### src/design/selsort_pkg.sv
// Shared types and sizing constants for the selection sorter.
// No dependencies; the store, compare unit and top level import this package.
`default_nettype none

package selsort_pkg;

	// Store depth and derived widths
	localparam int unsigned DEPTH  = 64;
	localparam int unsigned DATA_W = 32;
	localparam int unsigned ADDR_W = $clog2(DEPTH);
	localparam int unsigned CNT_W  = $clog2(DEPTH + 1);

	typedef logic [DATA_W-1:0] data_t;
	typedef logic [ADDR_W-1:0] addr_t;
	typedef logic [CNT_W-1:0]  cnt_t;

	// Control beat that travels alongside a store read into the compare unit
	typedef struct packed {
		logic  vld;    // read data in this cycle belongs to the scan
		logic  first;  // read is the head position of the current pass
		addr_t idx;    // store address the data came from
	} cmp_ctl_t;

endpackage

`default_nettype wire

### src/design/selsort_store.sv
// Element store of the selection sorter: one write port, one read port
// with registered read data. Depends on selsort_pkg.
`default_nettype none

module selsort_store
	import selsort_pkg::*;
(
	input  wire logic  clk,
	input  wire logic  wr_en,
	input  wire addr_t wr_addr,
	input  wire data_t wr_data,
	input  wire addr_t rd_addr,
	output data_t      rd_data_q
);

	data_t mem_q [DEPTH];

	// Write one entry per cycle
	always_ff @(posedge clk) begin
		if (wr_en) begin
			mem_q[wr_addr] <= wr_data;
		end
	end

	// Read one entry per cycle, data registered
	always_ff @(posedge clk) begin
		rd_data_q <= mem_q[rd_addr];
	end

endmodule

`default_nettype wire

### src/design/selsort_cmp.sv
// Shared compare unit: tracks the first minimum of a scan pass and keeps
// the value found at the head position for the swap. Depends on selsort_pkg.
`default_nettype none

module selsort_cmp
	import selsort_pkg::*;
(
	input  wire logic     clk,
	input  wire cmp_ctl_t ctl_s1,
	input  wire data_t    rd_data,
	output data_t        best_val_q,
	output addr_t        best_idx_q,
	output data_t        head_val_q
);

	logic take;

	// Strictly smaller only, so the first minimum wins
	assign take = ctl_s1.first || ($signed(rd_data) < $signed(best_val_q));

	// Update the running minimum on every scan beat
	always_ff @(posedge clk) begin
		if (ctl_s1.vld) begin
			if (take) begin
				best_val_q <= rd_data;
				best_idx_q <= ctl_s1.idx;
			end
			if (ctl_s1.first) begin
				head_val_q <= rd_data;
			end
		end
	end

endmodule

`default_nettype wire

### src/design/selection_sorter.sv
// Top level of the selection sorter: load, sort and emit sequencer.
// Depends on selsort_pkg, selsort_store and selsort_cmp.
//
// Usage:
//   Slave stream: one signed 32-bit element per beat; tlast closes the set.
//   Elements beyond 64 per set are dropped; tuser on every result beat of
//   that set is then 1.
//   Master stream: the set in ascending order, one element per beat, tlast
//   on the final one. Equal elements keep selection-sort order.
//   Loading keeps tready high. After the closing beat tready stays low
//   while the set is sorted and emitted: for a set of n elements, each
//   position p of 0..n-2 takes a scan from p to the last element, a
//   drain state and two swap writes, all through the single store read
//   port feeding the one shared comparator. Each result beat passes
//   through EMIT and EMIT_LD. The next set may start loading as soon as
//   the final result sits in the output register.
//   A receiver stall holds the output register and pauses emission; no
//   beat is lost. Reset (arst_n low) empties the set and the output
//   register; no store clearing pass is needed.
`default_nettype none

module selection_sorter
	import selsort_pkg::*;
(
	input  wire logic        clk,
	input  wire logic        arst_n,
	input  wire logic        s_axis_tvalid,
	output logic             s_axis_tready,
	input  wire logic [31:0] s_axis_tdata,   // [31:0] value
	input  wire logic        s_axis_tlast,   // last
	output logic             m_axis_tvalid,
	input  wire logic        m_axis_tready,
	output logic [31:0]      m_axis_tdata,   // [31:0] sorted_value
	output logic             m_axis_tlast,   // last_out
	output logic             m_axis_tuser    // [0] overflowed
);

	typedef enum logic [2:0] {
		ST_LOAD,
		ST_SCAN,
		ST_DRAIN,
		ST_SWAP_A,
		ST_SWAP_B,
		ST_EMIT,
		ST_EMIT_LD
	} state_t;

	state_t   state_q;
	cnt_t     count_q;
	logic     ovf_q;
	addr_t    pos_q;
	addr_t    scan_q;
	addr_t    emit_q;
	cmp_ctl_t ctl_s1;
	logic     out_vld_q;
	data_t    out_data_q;
	logic     out_last_q;
	logic     out_ovf_q;

	logic     in_beat;
	logic     full;
	cnt_t     count_nx;
	cnt_t     cnt_m1;
	addr_t    last_idx;
	logic     pass_done;
	logic     out_free;
	logic     wr_en;
	addr_t    wr_addr;
	data_t    wr_data;
	addr_t    rd_addr;
	data_t    rd_data;
	data_t    best_val;
	addr_t    best_idx;
	data_t    head_val;

	// Handshake and count helpers
	assign s_axis_tready = (state_q == ST_LOAD);
	assign in_beat       = s_axis_tvalid && s_axis_tready;
	assign full          = (count_q == CNT_W'(DEPTH));
	assign count_nx      = full ? count_q : count_q + CNT_W'(1);
	assign cnt_m1        = count_q - CNT_W'(1);
	assign last_idx      = cnt_m1[ADDR_W-1:0];
	assign pass_done     = (CNT_W'(pos_q) + CNT_W'(2)) >= count_q;
	assign out_free      = !out_vld_q || m_axis_tready;

	// Store write port: loading beats and the two halves of a swap
	always_comb begin
		wr_en   = 1'b0;
		wr_addr = pos_q;
		wr_data = best_val;
		case (state_q)
			ST_LOAD: begin
				wr_en   = in_beat && !full;
				wr_addr = count_q[ADDR_W-1:0];
				wr_data = s_axis_tdata;
			end
			ST_SWAP_A: begin
				wr_en   = 1'b1;
				wr_addr = best_idx;
				wr_data = head_val;
			end
			ST_SWAP_B: begin
				wr_en   = 1'b1;
				wr_addr = pos_q;
				wr_data = best_val;
			end
			default: begin
				wr_en   = 1'b0;
			end
		endcase
	end

	// Store read port: scan address while sorting, else emit address
	assign rd_addr = (state_q == ST_SCAN) ? scan_q : emit_q;

	selsort_store u_store (
		.clk       (clk),
		.wr_en     (wr_en),
		.wr_addr   (wr_addr),
		.wr_data   (wr_data),
		.rd_addr   (rd_addr),
		.rd_data_q (rd_data)
	);

	selsort_cmp u_cmp (
		.clk        (clk),
		.ctl_s1     (ctl_s1),
		.rd_data    (rd_data),
		.best_val_q (best_val),
		.best_idx_q (best_idx),
		.head_val_q (head_val)
	);

	// Sequencer: load, scan passes with swaps, emit
	always_ff @(posedge clk or negedge arst_n) begin
		if (!arst_n) begin
			state_q   <= ST_LOAD;
			count_q   <= '0;
			ovf_q     <= 1'b0;
			pos_q     <= '0;
			scan_q    <= '0;
			emit_q    <= '0;
			ctl_s1    <= '0;
			out_vld_q <= 1'b0;
		end else begin
			ctl_s1.vld <= (state_q == ST_SCAN);
			if (out_vld_q && m_axis_tready) begin
				out_vld_q <= 1'b0;
			end
			case (state_q)
				ST_LOAD: begin
					if (in_beat) begin
						count_q <= count_nx;
						if (full) begin
							ovf_q <= 1'b1;
						end
						if (s_axis_tlast) begin
							pos_q  <= '0;
							scan_q <= '0;
							emit_q <= '0;
							if (count_nx >= CNT_W'(2)) begin
								state_q <= ST_SCAN;
							end else begin
								state_q <= ST_EMIT;
							end
						end
					end
				end
				ST_SCAN: begin
					ctl_s1.first <= (scan_q == pos_q);
					ctl_s1.idx   <= scan_q;
					if (scan_q == last_idx) begin
						state_q <= ST_DRAIN;
					end else begin
						scan_q <= scan_q + ADDR_W'(1);
					end
				end
				ST_DRAIN: begin
					state_q <= ST_SWAP_A;
				end
				ST_SWAP_A: begin
					state_q <= ST_SWAP_B;
				end
				ST_SWAP_B: begin
					if (pass_done) begin
						state_q <= ST_EMIT;
					end else begin
						pos_q   <= pos_q + ADDR_W'(1);
						scan_q  <= pos_q + ADDR_W'(1);
						state_q <= ST_SCAN;
					end
				end
				ST_EMIT: begin
					if (out_free) begin
						state_q <= ST_EMIT_LD;
					end
				end
				ST_EMIT_LD: begin
					out_vld_q  <= 1'b1;
					out_data_q <= rd_data;
					out_last_q <= (emit_q == last_idx);
					out_ovf_q  <= ovf_q;
					if (emit_q == last_idx) begin
						count_q <= '0;
						ovf_q   <= 1'b0;
						state_q <= ST_LOAD;
					end else begin
						emit_q  <= emit_q + ADDR_W'(1);
						state_q <= ST_EMIT;
					end
				end
				default: begin
					state_q <= ST_LOAD;
				end
			endcase
		end
	end

	assign m_axis_tvalid = out_vld_q;
	assign m_axis_tdata  = out_data_q;
	assign m_axis_tlast  = out_last_q;
	assign m_axis_tuser  = out_ovf_q;

endmodule

`default_nettype wire

### config.mk
export PLATFORM = sky130hd
export DESIGN_NAME = selection_sorter
export DESIGN_NICKNAME = d
export VERILOG_FILES = /design/src/design/selsort_pkg.sv /design/src/design/selsort_store.sv /design/src/design/selsort_cmp.sv /design/src/design/selection_sorter.sv
export SDC_FILE = /design/constraint.sdc
export NUM_CORES = 2
export LEC_CHECK = 0
export BUFFER_PORTS_ARGS = -buffer_cell sky130_fd_sc_hd__buf_4
export CORE_MARGIN = 2
export CORE_UTILIZATION = 41
export CTS_CLUSTER_SIZE = 14
export DETAILED_ROUTE_END_ITERATION = 6
export SYNTH_ARGS = -nofsm -noshare
export SYNTH_HDL_FRONTEND = slang
export SYNTH_SLANG_ARGS = --single-unit
### constraint.sdc
create_clock -name clk -period 3.82 [get_ports clk]
set_input_delay 0.191 -clock clk [delete_from_list [all_inputs] [get_ports clk]]
set_output_delay 0.191 -clock clk [all_outputs]
set_load 0.01 [all_outputs]
# After elaboration in Yosys (flattened, before gate mapping)
# Memories as Yosys holds them, arrays and structs flattened. A register that Yosys moved wholly into a read port is not among the register bits.
# Cells that the tools add are included.
[classes]
add_sub_neg = 6
magnitude_cmp = 3
eq_ne = 19
muxes = 32
reduce_logical = 22
[op_table]
columns = ["cell", "n"]
rows = [
  ["one-hot mux 32 bit (2 select lines)", 1],
  ["two-way mux 6 bit", 6],
  ["one-hot mux 6 bit (2 select lines)", 3],
  ["less-than comparator 32 bit", 1],
  ["two-way mux 3 bit", 7],
  ["two-way mux 7 bit", 3],
  ["one-hot mux 3 bit (7 select lines)", 1],
  ["adder 6 x 1 -> 6 bit, second input constant", 3],
  ["equality test 6 bit", 3],
  ["one-hot mux 6 bit (3 select lines)", 1],
  ["AND reduction 4 bit", 4],
  ["one-hot mux 7 bit (2 select lines)", 1],
  ["!= test 2 bit, second input constant", 5],
  ["equality test 3 bit, second input constant", 3],
  ["!= test 2 x 1 -> 1 bit, second input constant", 4],
  ["adder 6 x 2 -> 7 bit, second input constant", 1],
  ["adder 7 x 1 -> 7 bit, second input constant", 1],
  ["equality test 7 bit, second input constant", 1],
  ["greater-or-equal comparator 7 x 2 -> 1 bit, second input constant", 1],
  ["greater-or-equal comparator 7 bit", 1],
  ["two-way mux 1 bit", 7],
  ["equality test 3 x 2 -> 1 bit, second input constant", 2],
  ["AND reduction 2 bit", 3],
  ["nonzero test 2 bit", 3],
  ["11 further kinds", 16],
]
[word_totals]
ff_bits = 142
ramBits = 2048
output_inout_bits = 36
wordCells = 99
mem_count = 1
[memory_table]
columns = ["memory", "depth", "width", "read_ports", "rd_clocked_by_memory_dff", "write_ports", "line_no", "rtl"]
rows = [
  ["u_store.mem_q", 64, 32, 1, 1, 1, "selsort_store.sv:16", "data_t mem_q [DEPTH];"],
]

# Longest topological paths before layout
[logic_depth]
word_depth = 7
depth_mapped = 12
ltp_nobuf = 10

# By module
# A second synthesis with hierarchy kept.
[hier_totals]
hier_cells = 4000
area_unflattened_um2 = 85837.3
[by_module_without_submodules]
columns = ["mod", "n_inst", "cells_per_inst", "area_each_um2", "seq_area_each_um2"]
rows = [
  ["selsort_store", 1, 3324, 78515.3, 62139.6],
  ["selection_sorter", 1, 489, 4390.5, 1971.9],
  ["selsort_cmp", 1, 187, 2931.6, 2102.0],
]

# Worst setup path before layout
# No wires, ideal clock.
[synth_path]
path_kind = "register to register"
start = "register state_q[1]"
end = "memory u_store.mem_q[41][0] in the netlist's numbering, enable pin"
t_arrival_ps = 3516
required_ps = 3399
path_slack_ps = -118
path_stages_with_launch = 11
path_buffers = 3
cell_sequence = "dfrtp_1 > and2_1 > clkbuf_1 > nor2b_1 > clkbuf_1 > nor2_1 > clkbuf_1 > a21oi_1 > nor4b_1 > nand2_1 > nor2_1"
[synth_between]
elab_chain_cells = 6
word_cells_on_any_way = 10
[synth_rtl]
columns = ["element", "line_no", "rtl"]
rows = [
  ["from (decl)", "selection_sorter.sv:48", "state_t state_q;"],
  ["from (signal assigned)", "selection_sorter.sv:137", "state_q <= ST_LOAD;"],
  ["from (signal assigned)", "selection_sorter.sv:162", "state_q <= ST_SCAN;"],
  ["from (signal assigned)", "selection_sorter.sv:164", "state_q <= ST_EMIT;"],
  ["logical NOT 3 bit", "selection_sorter.sv:77, selection_sorter.sv:91", ""],
  ["logical AND 1 bit", "selection_sorter.sv:78", "assign in_beat = s_axis_tvalid && s_axis_tready;"],
  ["logical AND 1 bit", "selection_sorter.sv:93", "wr_en = in_beat && !full;"],
  ["one-hot mux 1 bit (2 select lines)", "selection_sorter.sv:91", "case (state_q)"],
  ["two-way mux 1 bit", "selsort_store.sv:20", "if (wr_en) begin"],
  ["two-way mux 1 bit (implied by the code)", "selsort_store.sv:21", "mem_q[wr_addr] <= wr_data;"],
  ["to (decl)", "selsort_store.sv:16", ""],
]
# Parallel ways exist; a longest one is shown, timed or not.

# Worst setup path in the final report
[layout_path]
start = "register state_q[0]"
end = "register u_store.rd_data_q[14] (read register of u_store.mem_q)"
[layout_between]
elab_chain_cells = 2
[layout_rtl]
columns = ["element", "line_no", "rtl"]
rows = [
  ["equality test 3 x 1 -> 1 bit", "selection_sorter.sv:114", "assign rd_addr = (state_q == ST_SCAN) ? scan_q : emit_q;"],
  ["two-way mux 6 bit", "selection_sorter.sv:114", ""],
  ["to (decl)", "selsort_store.sv:13", "output data_t rd_data_q"],
]
# No other way between the ends.
# A chain may end at the register's enable or synchronous reset.

==> metrics.txt <==
CP Capture Type=flip-flop; largest net degree at the start of global routing=~90; worst path bufs/invs=3; Remaining Overflow, GRT=0; Critical Path Start Type=flip-flop; critical path peak fanout=16; Core Footprint=between 200,000 and 250,000 um2; Worst Path Class, Setup=reg -> reg; share of the yosys chip area belonging to registers=between 70% and 80%; Final nets=roughly 4,400; Stages on worst setup path=10; drt drc=1; RR Startpoint=state_q[0]; prevailing post-synth register cell=edfxtp_1; worst hold path cell count=4; Hold Fails Final Rpt=0; post-route total power=roughly 0.084 W; global-route wire length before repair=311,300 um; Port Buf Inserts=about 70; critical path, cell by cell=or3b_1 -> a21oi_4 -> buf_12 -> buf_12 -> buf_4 -> mux4_2 -> a22o_1 -> a221oi_1 -> o22ai_2 -> a221o_1; Top Ports=73; Rows=167; worst hold path class=in -> reg; Hold Crit Endpoint=u_store.mem_q[60][23]; initial antenna violation count=10; synth-to-layout area growth=16.30%; Die Width=about 460 um; top-count cell post-synth=edfxtp_1; Post-Route Utilization=~48%; Sink Count=about 2,200; worst hold start=s_axis_tdata[23]; failing checks=design-rule violations; full die area=212,200 um2; Worst path most repeated cell=buf_12; Die Height=460.7 um; Data required, critical path=4.51 ns; clock skew=approximately 0.022 ns; Leakage=around 32 nW; worst-skew pair later-pin latency=0.85 ns; Initial Util=41.26%; Slew Limit Fails=0; RSZ-0062 raised after global routing=no; PD cells=about 850 nW/um2; hpwl dp=130,900 um; Yosys warning count=0; CTS tree=built; EDFF count, synth=between 2,000 and 2,500; FF+latch count, synth=around 2,200; CTS H-Tree Depth=4; syn_nets=about 4,000; Tightest Pin Transition=~1.3 ns; proportion of netlist area held by the largest area contributor=75.57%; largest delay contributor family on the critical path=compound AO/OA/AOI/OAI gates; total wire length=~220,000 um; Final Cycle Share=95.54%; top post-synthesis cells by count=edfxtp_1 (2,152), mux4_2 (511), nand2_1 (186); Area contributors post-synth=edfxtp_1 (76%), mux4_2 (13%), a22oi_1 (1.5%); Distinct cells, synth=65; fmax=about 270 MHz; Min Clock Period, post-route=approximately 3.6 ns; reg-to-reg endpoint=u_store.rd_data_q[14]; CTS Root Cell=clkbuf_16; Final setup viols=0; vias per inst=a little under 6; Worst path max stage delay=0.51 ns; TritonRoute pass-1 iters=7; fill count=16,780; max_cap viols=0; R2R cell count=10; vias=42,480; Clock transition at path regs=~0.070 ns; Synth Cell Area=85,520 um2; Clock Path Buffers=3; GP Congestion=between 0.8 and 0.9; R2R Setup Slk=0.17 ns; Syn Area/Cell=about 22 um2; DR iter-0 viols=roughly 4,500; Final ANT Viol Nets=0; async set-reset flop share out of synthesis=between 1.5 and 2%; Crit-path slowest cell=mux4_2; vias in the first global route=between 40,000 and 50,000; status=complete, but fails checks; TritonCTS Buffers=~220; dominant cell type by area after synthesis=edfxtp_1; Avg WL per Cell=around 30 um; maximum vdd drop=around 660 uV; worst relative slew slack=~16%; CP Data Arrival Time=about 4.3 ns; share of layout cells above drive strength 1=about 30%; cells after synthesis=between 3,000 and 4,000; Tot GR Track Use=approximately a fifth
[final cells by class]
cell class | instances | area, um2 | share of cell area, %
diodes | 5 | 12.51 | 0.01258
clock buffers | 301 | 6061 | 6.094
clock inverters | 100 | 691.9 | 0.6957
inverters | 51 | 191.4 | 0.1925
multi-input cells | 1442 | 18600 | 18.70
flip-flops and latches | 2222 | 66210 | 66.58
well taps | 2788 | 3488 | 3.507
repair buffers | 399 | 4203 | 4.226
[worst register-to-register path: stages (launching register included)]
cell and delay (ns):
dfrtp_1 0.43, or3b_1 0.44, a21oi_4 0.30, buf_12 0.24
buf_12 0.23, buf_4 0.20, mux4_2 0.52, a22o_1 0.29
a221oi_1 0.26, o22ai_2 0.21, a221o_1 0.38
[layout by cell type, fill, tap and decap left out, types with 16 or more instances in the layout]
| cell | count |
|---|---|
| a21o_1 | 16 |
| a21oi_1 | 22 |
| a221o_1 | 32 |
| a221oi_1 | 37 |
| a221oi_2 | 27 |
| a22o_1 | 64 |
| a22oi_1 | 166 |
| buf_12 | 88 |
| buf_4 | 295 |
| clkbuf_1 | 57 |
| clkbuf_16 | 223 |
| clkbuf_8 | 23 |
| clkinv_1 | 47 |
| clkinv_2 | 34 |
| dfrtp_1 | 38 |
| dfxtp_1 | 32 |
| edfxtp_1 | 2152 |
| ha_1 | 46 |
| inv_1 | 49 |
| mux4_2 | 511 |
| nand2_1 | 154 |
| nand2_2 | 32 |
| nand3_1 | 26 |
| nor2_1 | 32 |
| nor2_4 | 71 |
| o21ai_0 | 26 |
| o22ai_1 | 31 |
| xnor2_1 | 16 |
[kinds of logic after synthesis]
| logic type | Yosys count | share of synthesized area (%) |
|---|---|---|
| adders and majority gates | 46 | 0.6730 |
| buffers and inverters | 271 | 1.683 |
| and+or+nand+nor | 376 | 1.898 |
| AOI/OAI and AO/OA | 453 | 4.278 |
| xor gates and xnor gates | 31 | 0.3819 |
| DFF | 2222 | 77.43 |
| muxes | 525 | 13.66 |
[power breakdown]
group | switching, W | internal, W
logic | 0.0184 | 0.0119
clock network | 0.00889 | 0.0115
registers | 0.000840 | 0.0326
total | 0.0281 | 0.0560
[flip-flops by register name, summed over array words and instances, names as in the netlist, 7 cells and up]
signal	flops
m_axis_tdata	32
u_cmp.head_val_q	32
u_cmp.best_val_q	32
u_store.rd_data_q	32
count_q	7
ctl_s1	8
u_store.mem_q	2048
[metrics by stage]
| stage | cell area (um2) | setup TNS, ns | std cells | setup WS, ns | hold slack, ns |
|---|---|---|---|---|---|
| CTS | 99230 | 0 | 7284 | 0.05795 | 0.004610 |
| floorplan | 85540 | -34.85 | 3924 | -0.1176 | -0.1046 |
| global placement | 92350 | 0 | 6871 | 0.03864 | 0.2124 |
| global route | 99450 | 0 | 7304 | 0.007822 | 0.05502 |
| detailed placement | 92350 | 0 | 6871 | 0.08686 | 0.2277 |
| finish | 99460 | 0 | 7308 | 0.1705 | 0.04702 |
[worst max path at each step]
stage	startpoint	endpoint
detailed placement	state_q[1]	u_store.mem_q[17][13]
global route	state_q[1]	u_store.mem_q[4][3]
global placement	state_q[1]	u_store.mem_q[17][13]
floorplan	state_q[1]	u_store.mem_q[41][0]
finish	state_q[0]	u_store.rd_data_q[14]
CTS	state_q[1]	u_store.mem_q[1][31]
[layer usage]
layer  vias up  track usage, %  wire, um
li1      17450               -         -
met1     22850           28.07     90970
met2      1805           32.52    104900
met3       371           4.837     18990
met4         4           6.779      7286
met5         -               0        27
[timing repair]
item | CTS | global route
setup endpoints to repair | 0 | 133
resized for setup | 0 | 6
hold buffers | 12 | 0
setup buffers | 0 | 6
endpoints found under the hold margin | 153 | 0
Power figures use the tool's default switching activity.
